--- src/rtl/tfl_pkg.sv ---
// Shared types, codes and defaults for the ticket free list allocator.
`timescale 1ns / 1ps

package tfl_pkg;

	localparam int DEF_SLOTS       = 256;
	localparam int DEF_HANDLE_BITS = 32;

	localparam int OPCODE_W = 2;
	localparam int TICKET_W = 8;
	localparam int HANDLE_W = 32;

	localparam logic [OPCODE_W-1:0] OP_ALLOC   = 2'd0;
	localparam logic [OPCODE_W-1:0] OP_RELEASE = 2'd1;
	localparam logic [OPCODE_W-1:0] OP_LOOKUP  = 2'd2;

	typedef enum logic [1:0] {
		ST_CLEAR,
		ST_IDLE,
		ST_EXEC
	} state_t;

	typedef struct packed {
		logic clear_wr;
		logic accept;
		logic commit;
	} dp_cmd_t;

	typedef struct packed {
		logic clear_last;
	} dp_status_t;

endpackage

--- src/rtl/tfl_ctrl.sv ---
// Controller state machine: clearing pass, accept, execute and result hand-off.
`timescale 1ns / 1ps

module tfl_ctrl (
	input  logic               clk,
	input  logic               arst_n,
	input  logic               in_valid,
	output logic               in_ready,
	output logic               out_valid,
	input  logic               out_ready,
	input  tfl_pkg::dp_status_t status_i,
	output tfl_pkg::dp_cmd_t    cmd
);

	tfl_pkg::state_t state_q;
	tfl_pkg::state_t state_d;
	logic            out_valid_q;
	logic            out_free;

	assign out_free  = !out_valid_q || out_ready;
	assign out_valid = out_valid_q;

	always_ff @(posedge clk or negedge arst_n) begin
		if (!arst_n) begin
			state_q     <= tfl_pkg::ST_CLEAR;
			out_valid_q <= 1'b0;
		end else begin
			state_q <= state_d;
			if (cmd.commit) begin
				out_valid_q <= 1'b1;
			end else if (out_ready) begin
				out_valid_q <= 1'b0;
			end
		end
	end

	always_comb begin
		state_d = state_q;
		unique case (state_q)
			tfl_pkg::ST_CLEAR: begin
				if (status_i.clear_last) begin
					state_d = tfl_pkg::ST_IDLE;
				end
			end
			tfl_pkg::ST_IDLE: begin
				if (in_valid) begin
					state_d = tfl_pkg::ST_EXEC;
				end
			end
			tfl_pkg::ST_EXEC: begin
				if (out_free) begin
					state_d = tfl_pkg::ST_IDLE;
				end
			end
			default: state_d = tfl_pkg::ST_CLEAR;
		endcase
	end

	always_comb begin
		in_ready     = 1'b0;
		cmd.clear_wr = 1'b0;
		cmd.accept   = 1'b0;
		cmd.commit   = 1'b0;
		unique case (state_q)
			tfl_pkg::ST_CLEAR: begin
				cmd.clear_wr = 1'b1;
			end
			tfl_pkg::ST_IDLE: begin
				in_ready   = 1'b1;
				cmd.accept = in_valid;
			end
			tfl_pkg::ST_EXEC: begin
				cmd.commit = out_free;
			end
			default: begin
				in_ready = 1'b0;
			end
		endcase
	end

endmodule

--- config.mk ---
export PLATFORM = sky130hd
export DESIGN_NAME = tfl_ctrl
export DESIGN_NICKNAME = d
export VERILOG_FILES = /design/src/rtl/tfl_pkg.sv /design/src/rtl/tfl_ctrl.sv
export SDC_FILE = /design/constraint.sdc
export NUM_CORES = 1
export LEC_CHECK = 0
export ABC_CLOCK_PERIOD_IN_PS = 1700
export BUFFER_PORTS_ARGS = -buffer_cell sky130_fd_sc_hd__buf_2
export CORE_AREA = 2 2 39 41
export DETAILED_ROUTE_END_ITERATION = 8
export DIE_AREA = 0 0 41 43
export PLACE_DENSITY_LB_ADDON = 0.1
export SLEW_MARGIN = 20
export SYNTH_ARGS = -nofsm -noshare
export SYNTH_HDL_FRONTEND = slang
export SYNTH_SLANG_ARGS = --single-unit
--- constraint.sdc ---
create_clock -name clk -period 1.7 [get_ports clk]
set_clock_uncertainty 0.1 [all_clocks]
set_input_delay 0.255 -clock clk [delete_from_list [all_inputs] [get_ports clk]]
set_output_delay 0.255 -clock clk [all_outputs]
set_load 0.01 [all_outputs]
==> flow_summary.html, run 1 <==
<table>
<tr><th>Metric</th><th>Value</th></tr>
<tr><th colspan="2">Status</th></tr>
<tr><td>Run status</td><td>complete, no violations</td></tr>
<tr><th colspan="2">Place</th></tr>
<tr><td>IO Port Bufs</td><td>9</td></tr>
<tr><td>Half-perimeter wire length after placement</td><td>303.5 um</td></tr>
<tr><td>Dpl ws</td><td>0.5206 ns</td></tr>
<tr><td>Gp weighted congestion</td><td>~0.57</td></tr>
<tr><th colspan="2">Min path</th></tr>
<tr><td>Worst hold path class</td><td>primary input to register</td></tr>
<tr><th colspan="2">STA</th></tr>
<tr><td>Final worst path period share</td><td>0.8452</td></tr>
<tr><td>Fin. Hold Viols</td><td>0</td></tr>
<tr><td>Max Clock Freq</td><td>between 600 and 700 MHz</td></tr>
<tr><td>Final-layout setup total negative slack</td><td>0 ns</td></tr>
<tr><td>Worst hold slack after final layout</td><td>0.1316 ns</td></tr>
<tr><td>Unrepaired setup endpoints after global routing</td><td>no</td></tr>
<tr><td>Max Transition Viols Final</td><td>0</td></tr>
<tr><td>Count of final setup violators</td><td>0</td></tr>
<tr><td>Final critical-path setup slack</td><td>around 0.26 ns</td></tr>
<tr><td>Slew at the pin closest to its max-slew limit</td><td>between 0.2 and 0.25 ns</td></tr>
<tr><td>Worst slew margin relative to its limit</td><td>0.8340</td></tr>
<tr><td>Post-route minimum period</td><td>approximately 1.4 ns</td></tr>
<tr><th colspan="2">Logic synthesis</th></tr>
<tr><td>Proportion of synthesized chip area in sequential cells</td><td>0.4918</td></tr>
<tr><td>Area share of the largest cell type after synthesis</td><td>0.4918</td></tr>
<tr><td>Mean Syn Cell Area</td><td>9.540 um2</td></tr>
<tr><td>Share of flip-flops with an asynchronous set or reset</td><td>1.000</td></tr>
<tr><td>Cell count after synthesis</td><td>16</td></tr>
<tr><td>Post-synthesis cell area</td><td>152.6 um2</td></tr>
<tr><td>Number of synthesized register bits</td><td>3</td></tr>
<tr><td>Synth top cells by count</td><td>sky130_fd_sc_hd__dfrtp_1 (3), sky130_fd_sc_hd__inv_1 (3), sky130_fd_sc_hd__nor2_1 (2)</td></tr>
<tr><td>Number of nets in the synthesized netlist</td><td>21</td></tr>
<tr><td>Number of warnings printed during yosys synthesis</td><td>0</td></tr>
<tr><td>Distinct cell type count of the synthesized netlist</td><td>11</td></tr>
<tr><td>Biggest area consumer among synthesized cells</td><td>sky130_fd_sc_hd__dfrtp_1</td></tr>
<tr><td>Number of enable flip-flop cells after synthesis</td><td>0</td></tr>
<tr><td>Synth top area cells</td><td>sky130_fd_sc_hd__dfrtp_1 (49%), sky130_fd_sc_hd__inv_1 (7.4%), sky130_fd_sc_hd__and3b_2 (6.6%)</td></tr>
<tr><td>Top FF cell, synth</td><td>sky130_fd_sc_hd__dfrtp_1</td></tr>
<tr><th colspan="2">Clocking</th></tr>
<tr><td>Clock-pin slew on the worst setup and hold paths</td><td>about 0.040 ns</td></tr>
<tr><td>CTS tree</td><td>done</td></tr>
<tr><td>Number of buffers inserted to repair setup after CTS</td><td>0</td></tr>
<tr><td>Resized cells post-CTS</td><td>0</td></tr>
<tr><td>Number of buffers inserted by hold repair at cts</td><td>1</td></tr>
<tr><td>H-tree depth</td><td>1</td></tr>
<tr><td>Clock latency on the worst-skew pair</td><td>about 0.23 ns</td></tr>
<tr><td>Maximum root-to-sink buffer count</td><td>2</td></tr>
<tr><td>CTS buffer count</td><td>3</td></tr>
<tr><td>Root buffer cell</td><td>sky130_fd_sc_hd__clkbuf_4</td></tr>
<tr><td>Clk sink count</td><td>3</td></tr>
<tr><th colspan="2">Critical path</th></tr>
<tr><td>Slowest-stage cell, CP</td><td>sky130_fd_sc_hd__dfrtp_1</td></tr>
<tr><td>Maximum fanout along the worst path</td><td>5</td></tr>
<tr><td>Worst path required time</td><td>between 1 and 1.5 ns</td></tr>
<tr><td>Nature of the critical path startpoint</td><td>register</td></tr>
<tr><td>Max stage delay on crit path</td><td>approximately 0.4 ns</td></tr>
<tr><td>Category of the most critical setup path</td><td>register to output port</td></tr>
<tr><td>Cells along the critical path</td><td>nand2b_1 &gt; a21oi_1 &gt; buf_2</td></tr>
<tr><td>Critical Path End Type</td><td>output port</td></tr>
<tr><td>CP arrival</td><td>between 1 and 1.5 ns</td></tr>
<tr><th colspan="2">Finish</th></tr>
<tr><td>Number of filler cells placed in the layout</td><td>~160</td></tr>
<tr><td>Layout cell share with drive strength beyond 1</td><td>0.4333</td></tr>
<tr><td>Final Util</td><td>0.1835</td></tr>
<tr><td>Net count reported at finish</td><td>36</td></tr>
<tr><td>Post-synthesis to final-layout area growth</td><td>66.39%</td></tr>
<tr><td>Diode count</td><td>0</td></tr>
<tr><th colspan="2">Floorplanning</th></tr>
<tr><td>Core Rows</td><td>14</td></tr>
<tr><td>Die outline width</td><td>about 40 um</td></tr>
<tr><td>Ports</td><td>10</td></tr>
<tr><td>Die Footprint</td><td>approximately 1800 um2</td></tr>
<tr><td>Effective utilization at floorplan</td><td>0.1103</td></tr>
<tr><td>Vertical extent of the die</td><td>between 40 and 50 um</td></tr>
<tr><td>Placeable core region</td><td>between 1000 and 1500 um2</td></tr>
<tr><th colspan="2">Route</th></tr>
<tr><td>DRC violation count after routing</td><td>0</td></tr>
<tr><td>Total routed wirelength</td><td>~400 um</td></tr>
<tr><td>Number of detailed-routing iterations run before antenna repair</td><td>4</td></tr>
<tr><td>Vias per std cell</td><td>roughly 3.5</td></tr>
<tr><td>ANT nets after route</td><td>0</td></tr>
<tr><td>DR iter-0 viols</td><td>3</td></tr>
<tr><td>Via count of the routed design</td><td>approximately 160</td></tr>
<tr><td>Routed WL per cell</td><td>about 8.7 um</td></tr>
<tr><th colspan="2">Global route</th></tr>
<tr><td>Maximum number of pins on one net before global-route repair</td><td>8</td></tr>
<tr><td>Gr usage total</td><td>0.06351</td></tr>
<tr><td>Global-route wire length before repair</td><td>a little under 700 um</td></tr>
<tr><td>Via count of the first global-routing pass</td><td>approximately 170</td></tr>
<tr><td>Initial antenna violation count</td><td>0</td></tr>
<tr><td>Global route overflow</td><td>0</td></tr>
<tr><th colspan="2">Pwr</th></tr>
<tr><td>VDD IR max</td><td>roughly 0.42 mV</td></tr>
<tr><td>Pwr/cell area</td><td>around 1700 nW/um2</td></tr>
<tr><td>PnR Total Power</td><td>0.4330 mW</td></tr>
<tr><td>Static power due to leakage</td><td>approximately 0.15 nW</td></tr>
<tr><th colspan="2">Job</th></tr>
<tr><td>Count of max-cap constraint violations</td><td>0</td></tr>
</table>
## routing by layer
metal	global-route usage	share of wire	vias up
met5	0	0	-
met4	0.04000	0	0
met3	0.04712	0.077	0
met2	0.06875	0.46	9
met1	0.08469	0.47	69
li1	-	-	81
## path summary, 6_finish.rpt
| kind | from | to | slack (ns) | depth (start not counted) |
|---|---|---|---|---|
| hold / removal | in_valid | state_q[0] | 0.13 | 2 |
| hold reg to reg | out_valid | out_valid | 0.46 | 2 |
| max in group asynchronous | arst_n | state_q[0] | 1.14 | 2 |
| min in group asynchronous | arst_n | state_q[1] | 0.25 | 2 |
| setup reg to reg | state_q[1] | state_q[1] | 0.64 | 2 |
| setup / recovery | state_q[0] | cmd[0] | 0.26 | 3 |
## cells by family after synthesis
family,after synthesis,synth area share
buf+inv,3,0.07377
compound gates,5,0.2213
flops,3,0.4918
simple gates,5,0.2132
## state kept, by name, indices dropped and copies added, names as in the netlist
register / count
state_q: 2
out_valid: 1
## placed cells by master, fill, tap and decap left out, types with 2 or more instances in the layout
cell type,n
sky130_fd_sc_hd__inv_1,3
sky130_fd_sc_hd__buf_2,9
sky130_fd_sc_hd__dfrtp_1,3
sky130_fd_sc_hd__clkbuf_4,3
sky130_fd_sc_hd__nor2_1,2
## critical path, delay by kind of cell, from the launching register on
family | cells | cell delay (ns)
and+or+nand+nor | 1 | 0.18
DFF | 1 | 0.41
AOI/OAI and AO/OA | 1 | 0.12
buffers and inverters | 1 | 0.14
## where the power goes
group	switching, mW	leakage (nW)	internal (mW)
Combinational	0.0835	0.0922	0.0810
Clock	0.0379	0.0150	0.0880
Sequential	0.0392	0.0383	0.103
Total	0.161	0.145	0.272
## layout make-up
| type | count | area (um2) | share of cell area |
|---|---|---|---|
| Sequential cell | 3 | 75.07 | 0.2956 |
| Inverter | 3 | 11.26 | 0.04433 |
| Tap cell | 16 | 20.02 | 0.07882 |
| Timing Repair Buffer | 10 | 55.05 | 0.2167 |
| Clock buffer | 4 | 26.28 | 0.1034 |
| Multi-Input combinational cell | 10 | 66.31 | 0.2611 |
## metrics by stage
stage / cell area, um2 / std cells
6_report: 254.0 / 46
5_1_grt: 254.0 / 46
4_1_cts: 254.0 / 46
3_5_place_dp: 217.7 / 41
3_3_place_gp: 217.7 / 41
2_1_floorplan: 152.6 / 16
(Power assumes the default switching activity.)
==> run 2: changes to the inputs <==
--- a/config.mk
+++ b/config.mk
@@ -5,7 +5,8 @@
 export SDC_FILE = /design/constraint.sdc
 export NUM_CORES = 1
 export LEC_CHECK = 0
-export ABC_CLOCK_PERIOD_IN_PS = 1700
+export ABC_AREA = 1
+export ABC_CLOCK_PERIOD_IN_PS = 1200
 export BUFFER_PORTS_ARGS = -buffer_cell sky130_fd_sc_hd__buf_2
 export CORE_AREA = 2 2 39 41
 export DETAILED_ROUTE_END_ITERATION = 8
==> constraint.sdc (replaced) <==
create_clock -name clk -period 1.2 [get_ports clk]
set_clock_uncertainty 0.1 [all_clocks]
set_input_delay 0.18 -clock clk [delete_from_list [all_inputs] [get_ports clk]]
set_output_delay 0.18 -clock clk [all_outputs]
set_load 0.01 [all_outputs]
==> run 2 against run 1 <==
Effect of this change:
- the run now ends with negative setup slack left
- routed wire length is 14% lower
- area after synthesis is 0.82% higher
- final cell count is 17% higher
- first-iteration DRC count is 100% lower
- sequential cell count stayed put
- combinational power is 76% higher
- design area is 7.9% higher
- register-to-register slack worse by 0.43 ns
- global-route usage is 0.53 points lower
- critical path type unchanged
- largest cell class unchanged
- largest power group unchanged
- highest routed layer unchanged
==> flow_summary.html, run 2 <==
<table>
<tr><th>Metric</th><th>Value</th></tr>
<tr><th colspan="2">Finish</th></tr>
<tr><td>Largest register by flop count</td><td>state_q</td></tr>
<tr><td>Net count reported at finish</td><td>44 (+22%)</td></tr>
<tr><td>Layout cell share with drive strength beyond 1</td><td>0.4737 (+0.04035)</td></tr>
<tr><td>Final Util</td><td>0.1980 (+0.01447)</td></tr>
<tr><td>Diode count</td><td>0 (unchanged)</td></tr>
<tr><td>Number of flip-flops in the largest register</td><td>2 (unchanged)</td></tr>
<tr><td>Most common cell after layout, fill and taps aside</td><td>sky130_fd_sc_hd__buf_2</td></tr>
<tr><td>Post-synthesis to final-layout area growth</td><td>78.05%</td></tr>
<tr><td>Highest-count cells in the layout ignoring fill and taps</td><td>sky130_fd_sc_hd__buf_2 (9), sky130_fd_sc_hd__inv_1 (5), sky130_fd_sc_hd__nand2_1 (5)</td></tr>
<tr><td>Fin cells</td><td>54 (+17%)</td></tr>
<tr><td>Number of filler cells placed in the layout</td><td>169 (+5.0%)</td></tr>
<tr><th colspan="2">STA</th></tr>
<tr><td>Final worst path period share</td><td>1.075</td></tr>
<tr><td>Unrepaired setup endpoints after global routing</td><td>yes</td></tr>
<tr><td>Worst slew margin relative to its limit</td><td>0.8824 (+0.04841)</td></tr>
<tr><td>Slew at the pin closest to its max-slew limit</td><td>0.1746 ns (-0.07370 ns)</td></tr>
<tr><td>Count of final setup violators</td><td>4 (+4)</td></tr>
<tr><td>Post-route minimum period</td><td>about 1.3 ns</td></tr>
<tr><td>Fin. Hold Viols</td><td>0 (unchanged)</td></tr>
<tr><td>Final critical-path setup slack</td><td>-0.09054 ns (-0.3537 ns)</td></tr>
<tr><td>Max Clock Freq</td><td>774.9 MHz</td></tr>
<tr><td>Max Transition Viols Final</td><td>0 (unchanged)</td></tr>
<tr><th colspan="2">Critical path</th></tr>
<tr><td>Worst path required time</td><td>0.92 ns (-0.42 ns)</td></tr>
<tr><td>Number of cells traversed by the worst register-to-register path</td><td>5 (+3)</td></tr>
<tr><td>CP arrival</td><td>1.01 ns (-0.07 ns)</td></tr>
<tr><td>Number of buffer and inverter instances along the worst setup path</td><td>2 (+1)</td></tr>
<tr><td>Startpoint of the worst register-to-register path</td><td>state_q[1]</td></tr>
<tr><td>Max stage delay on crit path</td><td>0.43 ns (+0.02 ns)</td></tr>
<tr><td>Slack of the worst reg-to-reg path</td><td>0.21 ns (-0.43 ns)</td></tr>
<tr><td>Nature of the critical path startpoint</td><td>register</td></tr>
<tr><td>Slowest-stage cell, CP</td><td>sky130_fd_sc_hd__dfrtp_2</td></tr>
<tr><td>Maximum fanout along the worst path</td><td>4 (-1)</td></tr>
<tr><td>Top Family by Delay on Critical Path</td><td>flip-flops</td></tr>
<tr><td>Category of the most critical setup path</td><td>register to output port</td></tr>
<tr><td>Critical Path End Type</td><td>output port</td></tr>
<tr><td>Reg-to-reg endpoint</td><td>state_q[0]</td></tr>
<tr><td>Cells along the critical path</td><td>nor2_4 &gt; inv_2 &gt; nor2_1 &gt; buf_2</td></tr>
<tr><th colspan="2">Pwr</th></tr>
<tr><td>PnR Total Power</td><td>0.6527 mW (+51%)</td></tr>
<tr><td>Static power due to leakage</td><td>0.1581 nW (+8.7%)</td></tr>
<tr><td>VDD IR max</td><td>0.7062 mV (+70%)</td></tr>
<tr><td>Pwr/cell area</td><td>2382 nW/um2 (+40%)</td></tr>
<tr><th colspan="2">Floorplanning</th></tr>
<tr><td>Ports</td><td>10 (unchanged)</td></tr>
<tr><td>Die Footprint</td><td>1763 um2 (unchanged)</td></tr>
<tr><td>Placeable core region</td><td>1384 um2 (unchanged)</td></tr>
<tr><td>Effective utilization at floorplan</td><td>0.1112 (+0.0009047)</td></tr>
<tr><td>Vertical extent of the die</td><td>43 um (unchanged)</td></tr>
<tr><td>Core Rows</td><td>14 (unchanged)</td></tr>
<tr><td>Die outline width</td><td>41 um (unchanged)</td></tr>
<tr><th colspan="2">Logic synthesis</th></tr>
<tr><td>Share of flip-flops with an asynchronous set or reset</td><td>1.000 (unchanged)</td></tr>
<tr><td>Number of nets in the synthesized netlist</td><td>28 (+33%)</td></tr>
<tr><td>Biggest area consumer among synthesized cells</td><td>sky130_fd_sc_hd__dfrtp_1</td></tr>
<tr><td>Synth Area in Adders</td><td>0 (unchanged)</td></tr>
<tr><td>Area share of the largest cell type after synthesis</td><td>0.4878 (-0.003998)</td></tr>
<tr><td>Distinct cell type count of the synthesized netlist</td><td>6 (-5)</td></tr>
<tr><td>Synth top area cells</td><td>sky130_fd_sc_hd__dfrtp_1 (49%), sky130_fd_sc_hd__inv_1 (17%), sky130_fd_sc_hd__nand2_1 (12%)</td></tr>
<tr><td>Synth top cells by count</td><td>sky130_fd_sc_hd__inv_1 (7), sky130_fd_sc_hd__nand2_1 (5), sky130_fd_sc_hd__nor2_1 (5)</td></tr>
<tr><td>Share of the synthesized netlist area taken by xor and xnor gates</td><td>0 (unchanged)</td></tr>
<tr><td>Number of enable flip-flop cells after synthesis</td><td>0 (unchanged)</td></tr>
<tr><td>Top FF cell, synth</td><td>sky130_fd_sc_hd__dfrtp_1</td></tr>
<tr><td>Combinational family with the most area after synthesis</td><td>simple AND/OR/NAND/NOR gates</td></tr>
<tr><td>Post-synthesis cell area</td><td>153.9 um2 (+0.82%)</td></tr>
<tr><td>Proportion of synthesized area in mux cells</td><td>0 (unchanged)</td></tr>
<tr><td>Cell count after synthesis</td><td>23 (+7)</td></tr>
<tr><td>Post-synthesis compound-gate area fraction</td><td>0.06504 (-0.1563)</td></tr>
<tr><td>Most repeated cell in the gate-level netlist after synthesis</td><td>sky130_fd_sc_hd__inv_1</td></tr>
<tr><td>Number of warnings printed during yosys synthesis</td><td>0 (unchanged)</td></tr>
<tr><td>Proportion of synthesized chip area in sequential cells</td><td>0.4878 (-0.003998)</td></tr>
<tr><td>Mean Syn Cell Area</td><td>6.691 um2 (-30%)</td></tr>
<tr><td>Number of synthesized register bits</td><td>3 (unchanged)</td></tr>
<tr><td>Simple-gate share of the synthesized area</td><td>0.2764 (+0.06331)</td></tr>
<tr><th colspan="2">Global route</th></tr>
<tr><td>Maximum number of pins on one net before global-route repair</td><td>5 (-3)</td></tr>
<tr><td>Global route overflow</td><td>0 (unchanged)</td></tr>
<tr><td>Global-route wire length before repair</td><td>627 um (-9.9%)</td></tr>
<tr><td>Gr usage total</td><td>0.05817 (-0.005334)</td></tr>
<tr><td>Initial antenna violation count</td><td>0 (unchanged)</td></tr>
<tr><td>Via count of the first global-routing pass</td><td>168 (-0.59%)</td></tr>
<tr><th colspan="2">Place</th></tr>
<tr><td>IO Port Bufs</td><td>9 (unchanged)</td></tr>
<tr><td>Dpl ws</td><td>0.1155 ns (-0.4051 ns)</td></tr>
<tr><td>Half-perimeter wire length after placement</td><td>296.6 um (-2.3%)</td></tr>
<tr><td>Gp weighted congestion</td><td>0.6158 (+8.7%)</td></tr>
<tr><td>Count of placed standard cells including taps</td><td>48 (+17%)</td></tr>
<tr><th colspan="2">Status</th></tr>
<tr><td>Run status</td><td>finished with violations</td></tr>
<tr><td>Violations in the final reports</td><td>negative setup slack</td></tr>
<tr><th colspan="2">Clocking</th></tr>
<tr><td>H-tree depth</td><td>1 (unchanged)</td></tr>
<tr><td>Clock-pin slew on the worst setup and hold paths</td><td>0.04 ns (about the same)</td></tr>
<tr><td>Root buffer cell</td><td>sky130_fd_sc_hd__clkbuf_4</td></tr>
<tr><td>CTS buffer count</td><td>3 (unchanged)</td></tr>
<tr><td>CTS tree</td><td>done</td></tr>
<tr><td>Maximum root-to-sink buffer count</td><td>2 (unchanged)</td></tr>
<tr><td>Clk sink count</td><td>3 (unchanged)</td></tr>
<tr><td>Clock latency on the worst-skew pair</td><td>0.23 ns (about the same)</td></tr>
<tr><th colspan="2">Route</th></tr>
<tr><td>DRC violation count after routing</td><td>0 (unchanged)</td></tr>
<tr><td>Via count of the routed design</td><td>175 (+10%)</td></tr>
<tr><td>Vias per std cell</td><td>3.241 (-6.2%)</td></tr>
<tr><td>Number of detailed-routing iterations run before antenna repair</td><td>1 (-3)</td></tr>
<tr><td>Total routed wirelength</td><td>347 um (-14%)</td></tr>
<tr><td>Routed WL per cell</td><td>6.426 um (-26%)</td></tr>
<tr><td>DR iter-0 viols</td><td>0 (-3)</td></tr>
<tr><td>ANT nets after route</td><td>0 (unchanged)</td></tr>
<tr><th colspan="2">Min path</th></tr>
<tr><td>Worst hold path class</td><td>primary input to register</td></tr>
<tr><td>Hold Crit Start</td><td>out_ready</td></tr>
<tr><td>Terminating pin of the worst hold path</td><td>out_valid</td></tr>
<tr><td>Hold path cells</td><td>2 (unchanged)</td></tr>
<tr><th colspan="2">Job</th></tr>
<tr><td>Count of max-cap constraint violations</td><td>0 (unchanged)</td></tr>
</table>
run 2: cell count changes in the layout (fill, tap and decap cells not counted), sizes merged, moves of 2 or more:
cell   delta
nor2      +3
inv       +4
and3b     -2
nand2     +5
run 2: kinds of logic (layout without fill, tap and decap cells):
logic type             Yosys count  count (layout)
buffers and inverters            7              22
AND/OR/NAND/NOR                 11              11
AO/OA/AOI/OAI                    2               2
flip-flops                       3               3
run 2: per-layer routing:
layer  routed length, um  track usage  vias to the layer above
met1                 145      0.06090                       70
met5                   0            0                        -
met2                 169      0.07500                        8
met4                   0      0.06000                        0
li1                    -            -                       97
met3                  33      0.03141                        0
run 2: timing repair:
action                     in CTS  in global routing
pin swaps                       1                  1
hold buffers                    1                  0
hold endpoints to repair        3                  0
setup endpoints to repair       3                  4
setup buffers                   1                  0
resized for setup               2                  4
run 2: worst max path at each step:
| stage | from | end | slack [ns] | cells past startpoint |
|---|---|---|---|---|
| final | state_q[0] | cmd[0] | -0.09 | 4 |
| after global routing | state_q[1] | cmd[1] | -0.16 | 4 |
| after CTS | state_q[1] | cmd[0] | -0.09 | 5 |
| after detailed placement | state_q[0] | cmd[0] | 0.12 | 4 |
| after global placement | state_q[0] | cmd[0] | 0.12 | 4 |
| after floorplan | state_q[0] | state_q[0] | 0.19 | 4 |
run 2: power breakdown:
group | switching (mW) | internal [mW]
sequential | 0.0427 | 0.151
combinational | 0.164 | 0.125
clock | 0.0465 | 0.124
run 2: final cells by class:
type,count,area (um2),area share
tap,16,20.02,0.07306
multi-input combinational,13,62.56,0.2283
clock buffer,4,26.28,0.09589
sequential,3,76.32,0.2785
inverter,7,26.28,0.09589
timing repair buffer,11,62.56,0.2283
run 2: through the flow:
step	instance area, um2	hold slack (ns)	TNS [ns]
after floorplan	153.9	-0.2156	0
after global placement	219.0	-0.1228	0
after detailed placement	219.0	-0.1215	0
after CTS	265.3	0.09054	-0.2534
after global routing	274.0	0.1014	-0.5298
final	274.0	0.08193	-0.2230
run 2: worst register-to-register path, delay by kind of cell, from the launching register on:
family	cells	cell delay, ns
flip-flops	1	0.38
buffers and inverters	1	0.14
AND/OR/NAND/NOR	4	0.26
==> run 3: changes to the inputs <==
--- a/config.mk
+++ b/config.mk
@@ -6,7 +6,7 @@
 export NUM_CORES = 1
 export LEC_CHECK = 0
 export ABC_AREA = 1
-export ABC_CLOCK_PERIOD_IN_PS = 1200
+export ABC_CLOCK_PERIOD_IN_PS = 1600
 export BUFFER_PORTS_ARGS = -buffer_cell sky130_fd_sc_hd__buf_2
 export CORE_AREA = 2 2 39 41
 export DETAILED_ROUTE_END_ITERATION = 8
==> constraint.sdc (replaced) <==
create_clock -name clk -period 1.6 [get_ports clk]
set_clock_uncertainty 0.1 [all_clocks]
set_input_delay 0.24 -clock clk [delete_from_list [all_inputs] [get_ports clk]]
set_output_delay 0.24 -clock clk [all_outputs]
set_load 0.01 [all_outputs]
==> run 3 against run 2 <==
Effect of this change:
- the run now ends clean
- design area down 6.8%
- final cell count down 1.9%
- critical path depth unchanged
- critical path type unchanged
==> flow_summary.html, run 3 (synthesized netlist as in run 2, its figures left out) <==
<table>
<tr><th>Metric</th><th>Value</th></tr>
<tr><th colspan="2">Status</th></tr>
<tr><td>Run status</td><td>complete, no violations</td></tr>
<tr><th colspan="2">STA</th></tr>
<tr><td>Slew at the pin closest to its max-slew limit</td><td>0.1576 ns (-0.01698 ns)</td></tr>
<tr><td>Fin. Hold Viols</td><td>0 (unchanged)</td></tr>
<tr><td>Count of final setup violators</td><td>0 (-4)</td></tr>
<tr><td>Final-layout setup total negative slack</td><td>0 ns (+0.2230 ns)</td></tr>
<tr><td>Final worst path period share</td><td>0.8591</td></tr>
<tr><td>Max Clock Freq</td><td>just over 700 MHz</td></tr>
<tr><td>Unrepaired setup endpoints after global routing</td><td>no</td></tr>
<tr><td>Worst slew margin relative to its limit</td><td>0.8938 (+0.01144)</td></tr>
<tr><td>Post-route minimum period</td><td>1.375 ns</td></tr>
<tr><td>Max Transition Viols Final</td><td>0 (unchanged)</td></tr>
<tr><th colspan="2">Finish</th></tr>
<tr><td>Layout cell share with drive strength beyond 1</td><td>0.3243 (-0.1494)</td></tr>
<tr><td>Number of flip-flops in the largest register</td><td>2 (unchanged)</td></tr>
<tr><td>Diode count</td><td>0 (unchanged)</td></tr>
<tr><td>Post-synthesis to final-layout area growth</td><td>65.85%</td></tr>
<tr><td>Largest register by flop count</td><td>state_q</td></tr>
<tr><td>Highest-count cells in the layout ignoring fill and taps</td><td>sky130_fd_sc_hd__buf_2 (9), sky130_fd_sc_hd__inv_1 (7), sky130_fd_sc_hd__nor2_1 (5), sky130_fd_sc_hd__nand2_1 (5)</td></tr>
<tr><td>Final Util</td><td>0.1844 (-0.01356)</td></tr>
<tr><td>Net count reported at finish</td><td>43 (-2.3%)</td></tr>
<tr><td>Area of all placed cells without fillers</td><td>255.2 um2 (-6.8%)</td></tr>
<tr><td>Most common cell after layout, fill and taps aside</td><td>sky130_fd_sc_hd__buf_2</td></tr>
<tr><th colspan="2">Critical path</th></tr>
<tr><td>Maximum fanout along the worst path</td><td>4 (unchanged)</td></tr>
<tr><td>Nature of the critical path startpoint</td><td>register</td></tr>
<tr><td>Category of the most critical setup path</td><td>register to output port</td></tr>
<tr><td>Critical Path End Type</td><td>output port</td></tr>
<tr><td>Worst path required time</td><td>1.26 ns (+0.34 ns)</td></tr>
<tr><td>CP arrival</td><td>1.03 ns (+0.02 ns)</td></tr>
<tr><th colspan="2">Floorplanning</th></tr>
<tr><td>Ports</td><td>10 (unchanged)</td></tr>
<tr><td>Placeable core region</td><td>1384 um2 (unchanged)</td></tr>
<tr><td>Die outline width</td><td>41 um (unchanged)</td></tr>
<tr><td>Core Rows</td><td>14 (unchanged)</td></tr>
<tr><td>Effective utilization at floorplan</td><td>0.1112 (unchanged)</td></tr>
<tr><td>Die Footprint</td><td>1763 um2 (unchanged)</td></tr>
<tr><td>Vertical extent of the die</td><td>43 um (unchanged)</td></tr>
<tr><th colspan="2">Clocking</th></tr>
<tr><td>Maximum root-to-sink buffer count</td><td>2 (unchanged)</td></tr>
<tr><td>Clock-pin slew on the worst setup and hold paths</td><td>0.04 ns (about the same)</td></tr>
<tr><td>Root buffer cell</td><td>sky130_fd_sc_hd__clkbuf_4</td></tr>
<tr><td>Number of buffers inserted to repair setup after CTS</td><td>0 (-1)</td></tr>
<tr><td>CTS tree</td><td>done</td></tr>
<tr><td>Clock latency on the worst-skew pair</td><td>0.24 ns (about the same)</td></tr>
<tr><td>H-tree depth</td><td>1 (unchanged)</td></tr>
<tr><td>CTS buffer count</td><td>3 (unchanged)</td></tr>
<tr><td>Clk sink count</td><td>3 (unchanged)</td></tr>
<tr><th colspan="2">Pwr</th></tr>
<tr><td>Static power due to leakage</td><td>0.1537 nW (-2.8%)</td></tr>
<tr><td>VDD IR max</td><td>0.4700 mV (-33%)</td></tr>
<tr><td>Pwr/cell area</td><td>1786 nW/um2 (-25%)</td></tr>
<tr><td>PnR Total Power</td><td>0.4560 mW (-30%)</td></tr>
<tr><th colspan="2">Route</th></tr>
<tr><td>Number of detailed-routing iterations run before antenna repair</td><td>2 (+1)</td></tr>
<tr><td>DR iter-0 viols</td><td>2 (+2)</td></tr>
<tr><td>Via count of the routed design</td><td>175 (unchanged)</td></tr>
<tr><td>DRC violation count after routing</td><td>0 (unchanged)</td></tr>
<tr><td>Routed WL per cell</td><td>7.038 um (+9.5%)</td></tr>
<tr><td>Total routed wirelength</td><td>373 um (+7.5%)</td></tr>
<tr><td>Vias per std cell</td><td>3.302 (+1.9%)</td></tr>
<tr><td>ANT nets after route</td><td>0 (unchanged)</td></tr>
<tr><th colspan="2">Global route</th></tr>
<tr><td>Gr usage total</td><td>0.06225 (+0.004074)</td></tr>
<tr><td>Via count of the first global-routing pass</td><td>165 (-1.8%)</td></tr>
<tr><td>Global route overflow</td><td>0 (unchanged)</td></tr>
<tr><td>Global-route wire length before repair</td><td>614 um (-2.1%)</td></tr>
<tr><td>Maximum number of pins on one net before global-route repair</td><td>5 (unchanged)</td></tr>
<tr><td>Initial antenna violation count</td><td>0 (unchanged)</td></tr>
<tr><th colspan="2">Min path</th></tr>
<tr><td>Worst hold path class</td><td>primary input to register</td></tr>
<tr><th colspan="2">Place</th></tr>
<tr><td>Half-perimeter wire length after placement</td><td>302.3 um (+1.9%)</td></tr>
<tr><td>Dpl cell area</td><td>219.0 um2 (unchanged)</td></tr>
<tr><td>IO Port Bufs</td><td>9 (unchanged)</td></tr>
<tr><td>Gp weighted congestion</td><td>0.6010 (-2.4%)</td></tr>
<tr><th colspan="2">Job</th></tr>
<tr><td>Count of max-cap constraint violations</td><td>0 (unchanged)</td></tr>
</table>
## run 3: worst max-delay path, stage by stage, from the launching register on
cell and delay [ns]:
sky130_fd_sc_hd__dfrtp_1 0.39, sky130_fd_sc_hd__nor2_1 0.14, sky130_fd_sc_hd__inv_1 0.06, sky130_fd_sc_hd__nor2_1 0.07, sky130_fd_sc_hd__buf_2 0.13
## run 3: what timing repair did
item	CTS	global route
endpoints found under the hold margin	3	0
hold buffers	1	0
gates resized for setup	0	0
## run 3: worst paths after layout
path                             from    endpoint  slack, ns  cells after the start
setup / recovery           state_q[0]      cmd[0]       0.23                      4
setup reg to reg           state_q[0]  state_q[0]       0.63                      4
max in group asynchronous      arst_n  state_q[0]       1.07                      2
hold / removal              out_ready   out_valid       0.12                      2
hold reg to reg             out_valid   out_valid       0.45                      2
min in group asynchronous      arst_n   out_valid       0.22                      2
## run 3: layout make-up
class / count / area [um2]
clock buffer: 4 / 26.28
fill: 170 / 1129
inverter: 7 / 26.28
multi-input combinational: 13 / 52.55
sequential: 3 / 75.07
tap: 16 / 20.02
timing repair buffer: 10 / 55.05
## run 3: power by group
| group | leakage (nW) | total, mW | switching [mW] | internal [mW] |
|---|---|---|---|---|
| logic | 0.101 | 0.189 | 0.113 | 0.0755 |
| registers | 0.0378 | 0.131 | 0.0211 | 0.110 |
| clock network | 0.0150 | 0.136 | 0.0425 | 0.0937 |
| total | 0.154 | 0.456 | 0.177 | 0.279 |
## run 3: metrics by stage
stage,hold slack (ns),std cells,worst slack [ns]
2_1_floorplan,-0.1556,23,0.5338
3_3_place_gp,-0.05933,48,0.4797
5_1_grt,0.1230,53,0.1381
3_5_place_dp,-0.05988,48,0.4634
4_1_cts,0.1156,53,0.2009
6_report,0.1232,53,0.2254
## run 3: layer usage
layer / part of all wire / routed length (um) / up-vias / global-route usage
met5: 0 / 0 / - / 0
met3: 0.14 / 54 / 0 / 0.06283
met4: 0 / 0 / 0 / 0.06000
met2: 0.45 / 167 / 12 / 0.06875
met1: 0.40 / 151 / 70 / 0.06109
li1: - / - / 93 / -
